--- config.mk ---
export PLATFORM = sky130hd
export DESIGN_NAME = classless_static_route_decoder_core
export DESIGN_NICKNAME = d
export VERILOG_FILES = /design/src/hw/rtl/csrd_pkg.sv /design/src/hw/rtl/csrd_step.sv /design/src/hw/rtl/classless_static_route_decoder_core.sv
export SDC_FILE = /design/constraint.sdc
export NUM_CORES = 1
export LEC_CHECK = 0
export BUFFER_PORTS_ARGS = -buffer_cell sky130_fd_sc_hd__buf_2
export CAP_MARGIN = 5
export CORE_ASPECT_RATIO = 1.1
export CORE_MARGIN = 1.5
export CORE_UTILIZATION = 45
export DETAILED_ROUTE_END_ITERATION = 10
export PLACE_DENSITY_LB_ADDON = 0.1
export RECOVER_POWER = 50
export SYNTH_ARGS = -nofsm -noshare
export SYNTH_HDL_FRONTEND = slang
export SYNTH_SLANG_ARGS = --single-unit
--- constraint.sdc ---
create_clock -name clk_i -period 4 [get_ports clk_i]
set_input_delay 0 -clock clk_i [delete_from_list [all_inputs] [get_ports clk_i]]
set_output_delay 0 -clock clk_i [all_outputs]
set_load 0.1 [all_outputs]
--- src/hw/rtl/csrd_pkg.sv ---
// Shared types and constants for the classless static route decoder.
// No dependencies; imported by csrd_step and the core top level.
package csrd_pkg;

  localparam int unsigned OctetW     = 8;
  localparam int unsigned AddrW      = 32;
  localparam int unsigned PrefixW    = 6;
  localparam int unsigned CountW     = 3;
  localparam int unsigned MaxPrefix  = 32;
  localparam int unsigned HopOctets  = 4;

  typedef enum logic [1:0] {
    KindEnd     = 2'd0,
    KindRoute   = 2'd1,
    KindGateway = 2'd2,
    KindError   = 2'd3
  } kind_e;

  typedef struct packed {
    kind_e                kind;
    logic [AddrW-1:0]     dest_addr;
    logic [PrefixW-1:0]   prefix_len;
    logic [AddrW-1:0]     router_addr;
    logic                 option_end;
    logic                 found_any;
  } result_t;

endpackage

--- src/hw/rtl/csrd_step.sv ---
// Per-octet parser: route state registers plus the next-state and result logic.
// Depends on csrd_pkg.
module csrd_step (
  input  logic                          clk_i,
  input  logic                          rst_ni,
  input  logic                          step_en_i,
  input  logic [csrd_pkg::OctetW-1:0]   octet_i,
  input  logic                          final_i,
  output logic                          has_result_o,
  output csrd_pkg::result_t             result_o
);
  import csrd_pkg::*;

  typedef enum logic [1:0] {
    PhPrefix = 2'd0,
    PhDest   = 2'd1,
    PhHop    = 2'd2,
    PhDrain  = 2'd3
  } phase_e;

  phase_e              phase_q, phase_d;
  logic [PrefixW-1:0]  held_q, held_d;
  logic [CountW-1:0]   left_q, left_d;
  logic [AddrW-1:0]    dest_q, dest_d;
  logic [AddrW-1:0]    hop_q, hop_d;
  logic                seen_q, seen_d;

  logic [6:0]          pfx_round;
  logic [CountW-1:0]   held_bytes;
  logic [4:0]          align_sh;
  logic [AddrW-1:0]    dest_align;
  logic [AddrW-1:0]    dest_mask;
  logic [PrefixW-1:0]  mask_sh;
  logic [CountW-1:0]   left_dec;

  assign pfx_round  = {1'b0, octet_i[PrefixW-1:0]} + 7'd7;
  assign held_bytes = CountW'(({1'b0, held_q} + 7'd7) >> 3);
  assign align_sh   = {CountW'(HopOctets) - held_bytes, 2'b00} << 1;
  assign dest_align = dest_q << align_sh;
  assign mask_sh    = PrefixW'(MaxPrefix) - held_q;
  assign dest_mask  = {AddrW{1'b1}} << mask_sh;
  assign left_dec   = left_q - CountW'(1);

  always_comb begin
    logic fail;
    logic clear;
    fail         = 1'b0;
    clear        = 1'b0;
    phase_d      = phase_q;
    held_d       = held_q;
    left_d       = left_q;
    dest_d       = dest_q;
    hop_d        = hop_q;
    seen_d       = seen_q;
    has_result_o = 1'b0;
    result_o     = '0;
    result_o.kind = KindEnd;

    case (phase_q)
      PhPrefix: begin
        if (octet_i > OctetW'(MaxPrefix)) begin
          fail = 1'b1;
        end else begin
          held_d = octet_i[PrefixW-1:0];
          dest_d = '0;
          hop_d  = '0;
          if (octet_i == '0) begin
            phase_d = PhHop;
            left_d  = CountW'(HopOctets);
          end else begin
            phase_d = PhDest;
            left_d  = CountW'(pfx_round >> 3);
          end
          fail = final_i;
        end
      end
      PhDest: begin
        dest_d = {dest_q[AddrW-OctetW-1:0], octet_i};
        left_d = left_dec;
        if (left_dec == '0) begin
          phase_d = PhHop;
          left_d  = CountW'(HopOctets);
        end
        fail = final_i;
      end
      PhHop: begin
        hop_d  = {hop_q[AddrW-OctetW-1:0], octet_i};
        left_d = left_dec;
        if (left_dec != '0) begin
          fail = final_i;
        end else begin
          has_result_o         = 1'b1;
          result_o.router_addr = hop_d;
          result_o.option_end  = final_i;
          result_o.found_any   = final_i;
          if (held_q == '0) begin
            result_o.kind = KindGateway;
          end else begin
            result_o.kind       = KindRoute;
            result_o.dest_addr  = dest_align & dest_mask;
            result_o.prefix_len = held_q;
          end
          // Start the next route; keep the found flag for this option.
          phase_d = PhPrefix;
          held_d  = '0;
          left_d  = '0;
          dest_d  = '0;
          hop_d   = '0;
          seen_d  = 1'b1;
          clear   = final_i;
        end
      end
      default: begin
        if (final_i) begin
          has_result_o        = 1'b1;
          result_o.kind       = KindEnd;
          result_o.option_end = 1'b1;
          result_o.found_any  = seen_q;
          clear               = 1'b1;
        end
      end
    endcase

    if (fail) begin
      has_result_o        = 1'b1;
      result_o            = '0;
      result_o.kind       = KindError;
      result_o.option_end = final_i;
      result_o.found_any  = final_i & seen_q;
      if (final_i) begin
        clear = 1'b1;
      end else begin
        phase_d = PhDrain;
      end
    end

    if (clear) begin
      phase_d = PhPrefix;
      held_d  = '0;
      left_d  = '0;
      dest_d  = '0;
      hop_d   = '0;
      seen_d  = 1'b0;
    end
  end

  always_ff @(posedge clk_i or negedge rst_ni) begin
    if (!rst_ni) begin
      phase_q <= PhPrefix;
      held_q  <= '0;
      left_q  <= '0;
      dest_q  <= '0;
      hop_q   <= '0;
      seen_q  <= 1'b0;
    end else if (step_en_i) begin
      phase_q <= phase_d;
      held_q  <= held_d;
      left_q  <= left_d;
      dest_q  <= dest_d;
      hop_q   <= hop_d;
      seen_q  <= seen_d;
    end
  end

endmodule

--- src/hw/rtl/classless_static_route_decoder_core.sv ---
// Top level of the classless static route decoder: input register, parser, result register.
// Depends on csrd_pkg and csrd_step.
//
// The block takes the classless static route option one octet per request and
// returns one result per decoded route (kind 1), default gateway (kind 2),
// malformed option (kind 3) or closing octet after an error (kind 0). The
// parser makes a single state update per octet; with no downstream stall the
// block sustains one octet per cycle, and each request passes the input
// register and the parser before its result is held in the result register
// and presented on the result channel. An octet that yields no result
// never waits for the output side, and an octet whose result is pending stalls
// only while the result register is full and stalled. Destinations are
// left-aligned and masked to the prefix; option_end marks the result that
// closes the option, and found_any then reports whether any route was decoded.
module classless_static_route_decoder_core (
  input  logic                          clk_i,
  input  logic                          rst_ni,
  // request channel
  input  logic                          valid_i,
  output logic                          stall_o,
  input  logic [csrd_pkg::OctetW-1:0]   octet_value_i,
  input  logic                          final_octet_i,
  // result channel
  output logic                          valid_o,
  input  logic                          stall_i,
  output logic [1:0]                    kind_o,
  output logic [csrd_pkg::AddrW-1:0]    dest_addr_o,
  output logic [csrd_pkg::PrefixW-1:0]  prefix_len_o,
  output logic [csrd_pkg::AddrW-1:0]    router_addr_o,
  output logic                          option_end_o,
  output logic                          found_any_o
);
  import csrd_pkg::*;

  // Input register.
  logic              in_valid_q;
  logic [OctetW-1:0] in_octet_q;
  logic              in_final_q;

  // Result register.
  logic              out_valid_q;
  result_t           out_res_q;

  logic              has_result;
  result_t           step_res;
  logic              out_free;
  logic              advance;
  logic              in_load;

  // The result register can take a new result when empty or being drained.
  assign out_free = !out_valid_q || !stall_i;
  // Advance the held request unless its result has nowhere to go.
  assign advance  = in_valid_q && (!has_result || out_free);
  assign in_load  = !in_valid_q || advance;
  assign stall_o  = !in_load;

  csrd_step u_step (
    .clk_i        (clk_i),
    .rst_ni       (rst_ni),
    .step_en_i    (advance),
    .octet_i      (in_octet_q),
    .final_i      (in_final_q),
    .has_result_o (has_result),
    .result_o     (step_res)
  );

  always_ff @(posedge clk_i or negedge rst_ni) begin
    if (!rst_ni) begin
      in_valid_q  <= 1'b0;
      out_valid_q <= 1'b0;
    end else begin
      if (in_load) begin
        in_valid_q <= valid_i;
      end
      if (advance && has_result) begin
        out_valid_q <= 1'b1;
      end else if (!stall_i) begin
        out_valid_q <= 1'b0;
      end
    end
  end

  // Payload registers: hold while stalled, no reset needed.
  always_ff @(posedge clk_i) begin
    if (in_load && valid_i) begin
      in_octet_q <= octet_value_i;
      in_final_q <= final_octet_i;
    end
    if (advance && has_result) begin
      out_res_q <= step_res;
    end
  end

  assign valid_o       = out_valid_q;
  assign kind_o        = out_res_q.kind;
  assign dest_addr_o   = out_res_q.dest_addr;
  assign prefix_len_o  = out_res_q.prefix_len;
  assign router_addr_o = out_res_q.router_addr;
  assign option_end_o  = out_res_q.option_end;
  assign found_any_o   = out_res_q.found_any;

endmodule

==> results of run 1 <==
## synthesized netlist by cell type, drive strengths merged (9+ instances only)
cell	count
a21oi	16
a22o	42
a32oi	9
and3	39
buf	13
clkbuf	30
dfrtp	70
edfxtp	83
ha	10
inv	14
mux2i	14
nand2	40
nor2	29
nor3	14
o21ai	69
## worst max-delay path, stage by stage, from the launching register on
cell	delay, ns
dfrtp_1	0.38
inv_1	0.08
ha_1	0.21
xnor2_1	0.39
and3_1	0.56
o31a_1	0.24
and2_2	0.52
buf_12	0.32
## sequential cells by signal, indices dropped and copies added (netlist names)
register / count
in_final_q: 1
u_step.phase_q: 2
u_step.held_q: 6
valid_o: 1
router_addr_o: 32
found_any_o: 1
in_octet_q: 8
dest_addr_o: 32
option_end_o: 1
kind_o: 2
u_step.hop_q: 24
prefix_len_o: 6
u_step.left_q: 3
u_step.dest_q: 32
u_step.seen_q: 1
in_valid_q: 1
## routing by layer
| layer | share of wire | global-route usage |
|---|---|---|
| met1 | 0.45 | 0.2928 |
| met2 | 0.46 | 0.3195 |
| met3 | 0.067 | 0.04966 |
| met4 | 0.020 | 0.08889 |
| met5 | 0 | 0 |
## layout by cell type, fill, tap and decap left out, types with 5 or more instances in the layout
cell type,instances
nor2_1,29
nor3_1,14
nand2_1,40
a22o_1,42
clkinv_2,5
ha_1,10
edfxtp_1,83
or3_1,6
a22oi_1,8
o21ai_1,7
inv_1,14
clkbuf_1,78
buf_4,16
mux2_2,7
o22a_1,7
and3_1,39
buf_2,12
a32oi_1,9
o21ai_0,62
dlygate4sd3_1,13
mux2i_1,14
xor2_1,5
dfrtp_1,70
nand2b_1,5
clkbuf_16,17
a21oi_1,15
## logic make-up (layout without fill, tap and decap cells)
| logic type | count (synthesis) | after routing | synth area share |
|---|---|---|---|
| buffers and inverters | 57 | 166 | 0.03820 |
| XOR/XNOR | 9 | 9 | 0.01135 |
| AND/OR/NAND/NOR | 161 | 161 | 0.1249 |
| multiplexers | 22 | 22 | 0.03478 |
| AO/OA/AOI/OAI | 166 | 166 | 0.1615 |
| adder cells (fa/ha/maj) | 10 | 10 | 0.01802 |
| flip-flops | 153 | 153 | 0.6113 |
## area by class of cell
type | instances | area (µm²) | share of cell area
inverters | 14 | 52.55 | 0.006394
clock inverters | 14 | 181.4 | 0.02207
multi-input cells | 368 | 2442 | 0.2972
well taps | 196 | 245.2 | 0.02984
repair buffers | 120 | 624.3 | 0.07596
flip-flops and latches | 153 | 4244 | 0.5164
clock buffers | 18 | 429.2 | 0.05222
## stage by stage
| step | instances | hold slack, ns | cell area, µm² | utilization | setup slack (ns) |
|---|---|---|---|---|---|
| floorplan | 578 | -0.2956 | 6943 | - | 0.2514 |
| global placement | 838 | -0.1214 | 7580 | 0.5035 | 1.117 |
| detailed placement | 838 | -0.1259 | 7580 | 0.5035 | 0.9639 |
| CTS | 883 | 0.2610 | 8320 | 0.5527 | 0.9461 |
| global route | 883 | 0.2758 | 8219 | 0.5460 | 0.6870 |
| finish | 883 | 0.2846 | 8219 | 0.5460 | 0.9520 |
## worst min-delay path by stage
stage / slack, ns / end / startpoint / cells past startpoint
4_1_cts: 0.26 / in_octet_q[2] / octet_value_i[2] / 2
2_1_floorplan: -0.30 / in_valid_q / rst_ni / 0
6_report: 0.28 / in_octet_q[5] / octet_value_i[5] / 2
3_3_place_gp: -0.12 / u_step.left_q[2] / rst_ni / 1
3_5_place_dp: -0.13 / u_step.left_q[0] / rst_ni / 1
5_1_grt: 0.28 / in_octet_q[0] / octet_value_i[0] / 2
==> results.json, run 1 <==
{
  "rsz0062_at_grt": "no",
  "grt_overflow": 0,
  "die_x_um": 121.4,
  "fill_cells": 1355,
  "drv_slew": 63,
  "required_ns": 4.10,
  "row_count": 47,
  "grt_pass1_vias": 4808,
  "drtIter0Drc": 376,
  "status": "finished, violations left",
  "seq_area_frac_synth": 0.6113,
  "cts.repair.resized": 0,
  "period_share": 0.7620,
  "yosys_warnings": 0,
  "grt_pass1_wl_mm": 26.18,
  "clkTransAtPathRegs_ns": 0.06,
  "numCtsBuffers": 17,
  "htree_levels": 4,
  "clockBufferDepth": 2,
  "ant_nets": 0,
  "clock_latency_ns": 0.42,
  "antenna_found_initial": 0,
  "setup_violations": 0,
  "startpoint": "u_step.left_q[0]",
  "cp_max_fo": 50,
  "post_cts_buffers": 0,
  "tns_ns": 0,
  "arrival_ns": 3.15,
  "root_buffer": "clkbuf_16",
  "drc": 0,
  "gp_congestion": 0.9058,
  "clock.fmax_mhz": 328.1,
  "crit_type": "register to register",
  "synthDistinctLibCells": 51,
  "synth_area_per_cell_um2": 12.01,
  "drt_wl_total_mm": 16.30,
  "synth_top_area_share": 0.3590,
  "reg2reg_to": "dest_addr_o[6]",
  "cts_tree": "yes",
  "end_kind": "register",
  "synthArstFlopShare": 0.4575,
  "fin_crit_ns": 3.048,
  "drive_gt1_frac": 0.1150,
  "die_h_um": 133.3,
  "syn_to_final_growth_pct": 18.38,
  "crit_end": "dest_addr_o[6]",
  "firstDrtPassIters": 6,
  "fin_nets": 697,
  "hold_class": "primary input to register",
  "dieArea_mm2": 0.01618,
  "clkSinkCount": 153,
  "vias": 5048,
  "io_pins": 89,
  "grt_max_degree": 63,
  "hold_viol_final": 0,
  "ys_ff_latch": 153,
  "core_mm2": 0.01505,
  "synthCells": 578,
  "violations": "max-capacitance violations, max-slew violations",
  "synth-edff-count": 83,
  "port_buffers": 88,
  "reg2reg_depth": 7,
  "maxCapViolations": 1,
  "reg2reg_from": "u_step.left_q[0]",
  "synth_top_area_cell": "edfxtp_1",
  "skew_ns": 0.01046,
  "slew-limit-headroom": -0.01411,
  "syn-cell-area_mm2": 0.006943,
  "ys.flop_type": "edfxtp_1",
  "startpoint_type": "register",
  "holdBufCountCts": 13,
  "syn_nets": 601,
  "netlist_top_cells_area": "edfxtp_1 36%, dfrtp_1 25%, a22o_1 5.3%, o21ai_0 4.5%, and3_1 3.5%",
  "diodes": 0,
  "vias_per_cell": 5.717,
  "hpwl_mm": 10.99,
  "wl_per_cell_um": 18.45,
  "regToRegSetupSlack_ns": 0.95,
  "tightest_slew_ns": 1.521,
  "start_util": 0.4612,
  "track_usage": 0.2112
}
Power of run 1 is not shown: default switching activity piles up to over one toggle a cycle in this logic, so the estimate is an artifact.
==> run 2: changes to the inputs <==
==> constraint.sdc (replaced) <==
create_clock -name clk_i -period 2.8 [get_ports clk_i]
set_input_delay 0 -clock clk_i [delete_from_list [all_inputs] [get_ports clk_i]]
set_output_delay 0 -clock clk_i [all_outputs]
set_load 0.1 [all_outputs]
==> results.json, run 2 (synthesized netlist as in run 1, its figures left out) <==
{
  "drive_gt1_frac": 0.1378,
  "diodes": 0,
  "die_h_um": 133.3,
  "wl_per_cell_um": 18.62,
  "fin_nets": 715,
  "arrival_ns": 2.92,
  "hold_viol_final": 0,
  "cts_tree": "yes",
  "slew-limit-headroom": -0.1338,
  "track_usage": 0.2195,
  "root_buffer": "clkbuf_16",
  "post_cts_buffers": 0,
  "fill_cells": 1351,
  "row_count": 47,
  "end_kind": "register",
  "tns_ns": 0,
  "io_pins": 89,
  "setup_violations": 0,
  "fin_crit_ns": 2.609,
  "layout_commonest_cell": "edfxtp_1",
  "rsz0062_at_grt": "no",
  "start_util": 0.4612,
  "required_ns": 3.11,
  "vias_per_cell": 5.634,
  "dieArea_mm2": 0.01618,
  "syn_to_final_growth_pct": 20.85,
  "port_buffers": 88,
  "startpoint_type": "register",
  "drt_wl_total_mm": 16.76,
  "grt_pass1_wl_mm": 27.19,
  "clkSinkCount": 153,
  "seq_area_mm2": 0.004244,
  "numCtsBuffers": 17,
  "hold_class": "primary input to register",
  "clock_latency_ns": 0.42,
  "cp_max_fo": 7,
  "violations": "max-capacitance violations, max-slew violations",
  "vias": 5071,
  "drv_slew": 71,
  "drc": 0,
  "multiInputGateArea_mm2": 0.002447,
  "grt_overflow": 0,
  "clock.fmax_mhz": 383.3,
  "hpwl_mm": 11.57,
  "reg2reg_depth": 9,
  "status": "finished, violations left",
  "die_x_um": 121.4,
  "ant_nets": 0,
  "clkTransAtPathRegs_ns": 0.06,
  "tightest_slew_ns": 1.701,
  "maxCapViolations": 1,
  "clockBufferDepth": 2,
  "htree_levels": 4,
  "grt_pass1_vias": 5014,
  "period_share": 0.9316,
  "layout_common_cells": "83 x edfxtp_1, 81 x clkbuf_1, 70 x dfrtp_1",
  "drtIter0Drc": 329,
  "grt_max_degree": 71,
  "skew_ns": 0.009505,
  "antenna_found_initial": 0,
  "core_mm2": 0.01505,
  "gp_congestion": 0.9181,
  "cts.repair.resized": 0,
  "hold_path_depth": 2,
  "firstDrtPassIters": 5,
  "crit_type": "register to register"
}
run 2: path summary, 6_finish.rpt:
path                              startpoint                 to  slack (ns)
max                         u_step.left_q[0]   u_step.held_q[1]        0.19
min                         octet_value_i[2]      in_octet_q[2]        0.28
max reg2reg                 u_step.left_q[0]   u_step.held_q[1]        0.19
min reg2reg                u_step.dest_q[31]  u_step.dest_q[31]        0.50
max in group asynchronous             rst_ni   u_step.hop_q[22]        1.14
min in group asynchronous             rst_ni  u_step.phase_q[0]        0.62
run 2: critical path: stages, from the launching register on:
cell,delay (ns)
dfrtp_1,0.37
inv_1,0.07
ha_1,0.21
xnor2_1,0.23
a32oi_1,0.20
o21a_4,0.18
o31a_1,0.36
buf_4,0.19
or3_1,0.46
a22o_1,0.22
run 2: what timing repair did:
item | in CTS | in global routing
endpoints found under the hold margin | 81 | 0
setup endpoints to repair | 0 | 0
hold buffers | 12 | 0
run 2: cell type report:
cell class              instances  share of cell area
flip-flops and latches        153              0.5058
multi-input cells             368              0.2917
well taps                     196             0.02923
clock inverters                10             0.02013
inverters                      14            0.006263
repair buffers                138             0.09439
clock buffers                  21             0.05249
run 2: per-stage QoR:
step | worst slack, ns | cell area [µm²] | cells | util | hold WS (ns)
floorplan | 0.09723 | 6949 | 578 | - | -0.2956
global placement | 0.2856 | 7767 | 857 | 0.5160 | 0.1761
detailed placement | 0.2166 | 7767 | 857 | 0.5160 | 0.1781
CTS | 0.1934 | 8497 | 900 | 0.5644 | 0.2659
global route | 0.02002 | 8391 | 900 | 0.5573 | 0.2814
finish | 0.1914 | 8391 | 900 | 0.5573 | 0.2844
run 2: per-layer routing:
layer / track usage / vias to the layer above / wire, µm / share of wire
met3: 0.03724 / 41 / 817 / 0.049
li1: - / 2395 / - / -
met5: 0 / - / 0 / 0
met1: 0.3028 / 2465 / 7570 / 0.45
met2: 0.3358 / 170 / 7844 / 0.47
met4: 0.1105 / 0 / 522 / 0.031
Power of run 2 is left out for the same reason.
==> run 3: changes to the inputs <==
--- a/config.mk
+++ b/config.mk
@@ -9,7 +9,7 @@
 export CAP_MARGIN = 5
 export CORE_ASPECT_RATIO = 1.1
 export CORE_MARGIN = 1.5
-export CORE_UTILIZATION = 45
+export CORE_UTILIZATION = 40
 export DETAILED_ROUTE_END_ITERATION = 10
 export PLACE_DENSITY_LB_ADDON = 0.1
 export RECOVER_POWER = 50
==> results.json, run 3 (synthesized netlist as in run 1, its figures left out) <==
{
  "grt_max_degree": 71,
  "fin_nets": 721,
  "startpoint_type": "register",
  "skew_ns": 0.007439,
  "clock_latency_ns": 0.42,
  "arrival_ns": 2.72,
  "drt_wl_total_mm": 17.37,
  "ant_nets": 0,
  "met2_usage": 0.3062,
  "setup_violations": 0,
  "die_h_um": 141.2,
  "end_kind": "register",
  "gp_congestion": 0.9367,
  "io_pins": 89,
  "drv_slew": 71,
  "clock.fmax_mhz": 382.8,
  "fin_crit_ns": 2.612,
  "root_buffer": "clkbuf_16",
  "status": "finished, violations left",
  "wl_per_cell_um": 18.38,
  "core_mm2": 0.01702,
  "required_ns": 2.91,
  "fill_cells": 1583,
  "htree_levels": 4,
  "crit_type": "register to register",
  "track_usage": 0.1962,
  "grtUsageMet1": 0.2639,
  "grt_pass1_vias": 5007,
  "cp_max_fo": 34,
  "syn_to_final_growth_pct": 23.03,
  "hold_class": "primary input to register",
  "hold_viol_final": 0,
  "row_count": 50,
  "grt_util_met3": 0.04023,
  "die_x_um": 128.6,
  "drc": 0,
  "regToRegSetupSlack_ns": 0.19,
  "hpwl_mm": 11.94,
  "layout_common_cells": "83 x edfxtp_1, 82 x clkbuf_1, 70 x dfrtp_1",
  "vias": 5070,
  "grt_pass1_wl_mm": 26.94,
  "cts_tree": "yes",
  "maxCapViolations": 1,
  "drive_gt1_frac": 0.1449,
  "violations": "max-capacitance violations, max-slew violations",
  "rsz0062_at_grt": "no",
  "numCtsBuffers": 17,
  "clkTransAtPathRegs_ns": 0.06,
  "dieArea_mm2": 0.01816,
  "clockBufferDepth": 2,
  "grt_overflow": 0,
  "antenna_found_initial": 0,
  "hold_ws_ns": 0.2942,
  "start_util": 0.4080,
  "tns_ns": 0,
  "port_buffers": 88,
  "clkSinkCount": 153,
  "vias_per_cell": 5.365,
  "layout_commonest_cell": "edfxtp_1",
  "slew-limit-headroom": -0.1549,
  "gr-max-usage-layer": "met2",
  "period_share": 0.9330,
  "drtIter0Drc": 312,
  "firstDrtPassIters": 5,
  "finish.utilization": 0.5020,
  "diodes": 0,
  "tightest_slew_ns": 1.732
}
run 3: what timing repair did:
action | in CTS | in global routing
setup buffers | 0 | 3
setup endpoints to repair | 0 | 8
hold buffers | 12 | 0
endpoints found under the hold margin | 81 | 0
resized for setup | 0 | 1
run 3: final cells by class:
class	instances	area, µm²	share of cell area
flip-flops and latches	153	4244	0.4969
multi-input cells	368	2447	0.2865
repair buffers	144	859.6	0.1006
clock buffers	28	571.8	0.06694
well taps	234	292.8	0.03428
clock inverters	4	73.82	0.008642
inverters	14	52.55	0.006152
run 3: path summary, 6_finish.rpt:
path / from / end / cells after the start
max in group asynchronous: rst_ni / u_step.hop_q[3] / 3
worst min-delay path: octet_value_i[4] / in_octet_q[4] / 2
min in group asynchronous: rst_ni / u_step.seen_q / 3
worst min register to register: u_step.dest_q[24] / u_step.dest_q[24] / 1
worst max register to register: u_step.phase_q[0] / dest_addr_o[12] / 7
worst max-delay path: u_step.phase_q[0] / dest_addr_o[12] / 7
run 3: metrics by stage:
stage               area [µm²]  worst slack, ns  instances
floorplan                 6949          0.09723        578
global placement          7863           0.2570        898
detailed placement        7863           0.1326        898
CTS                       8628           0.1101        942
global route              8542          0.01665        945
finish                    8542           0.1876        945
run 3: worst max-delay path: stages, from the launching register on:
cell	delay (ns)
dfrtp_1	0.43
inv_1	0.10
ha_1	0.17
clkbuf_1	0.32
and3_1	0.38
o31a_1	0.20
and2_2	0.42
buf_12	0.26
run 3: layer usage:
metal | routed length, µm | vias to the layer above
met5 | 0 | -
met4 | 450 | 0
met3 | 816 | 31
met2 | 8146 | 160
met1 | 7960 | 2468
li1 | - | 2411
Power of run 3 is left out for the same reason.
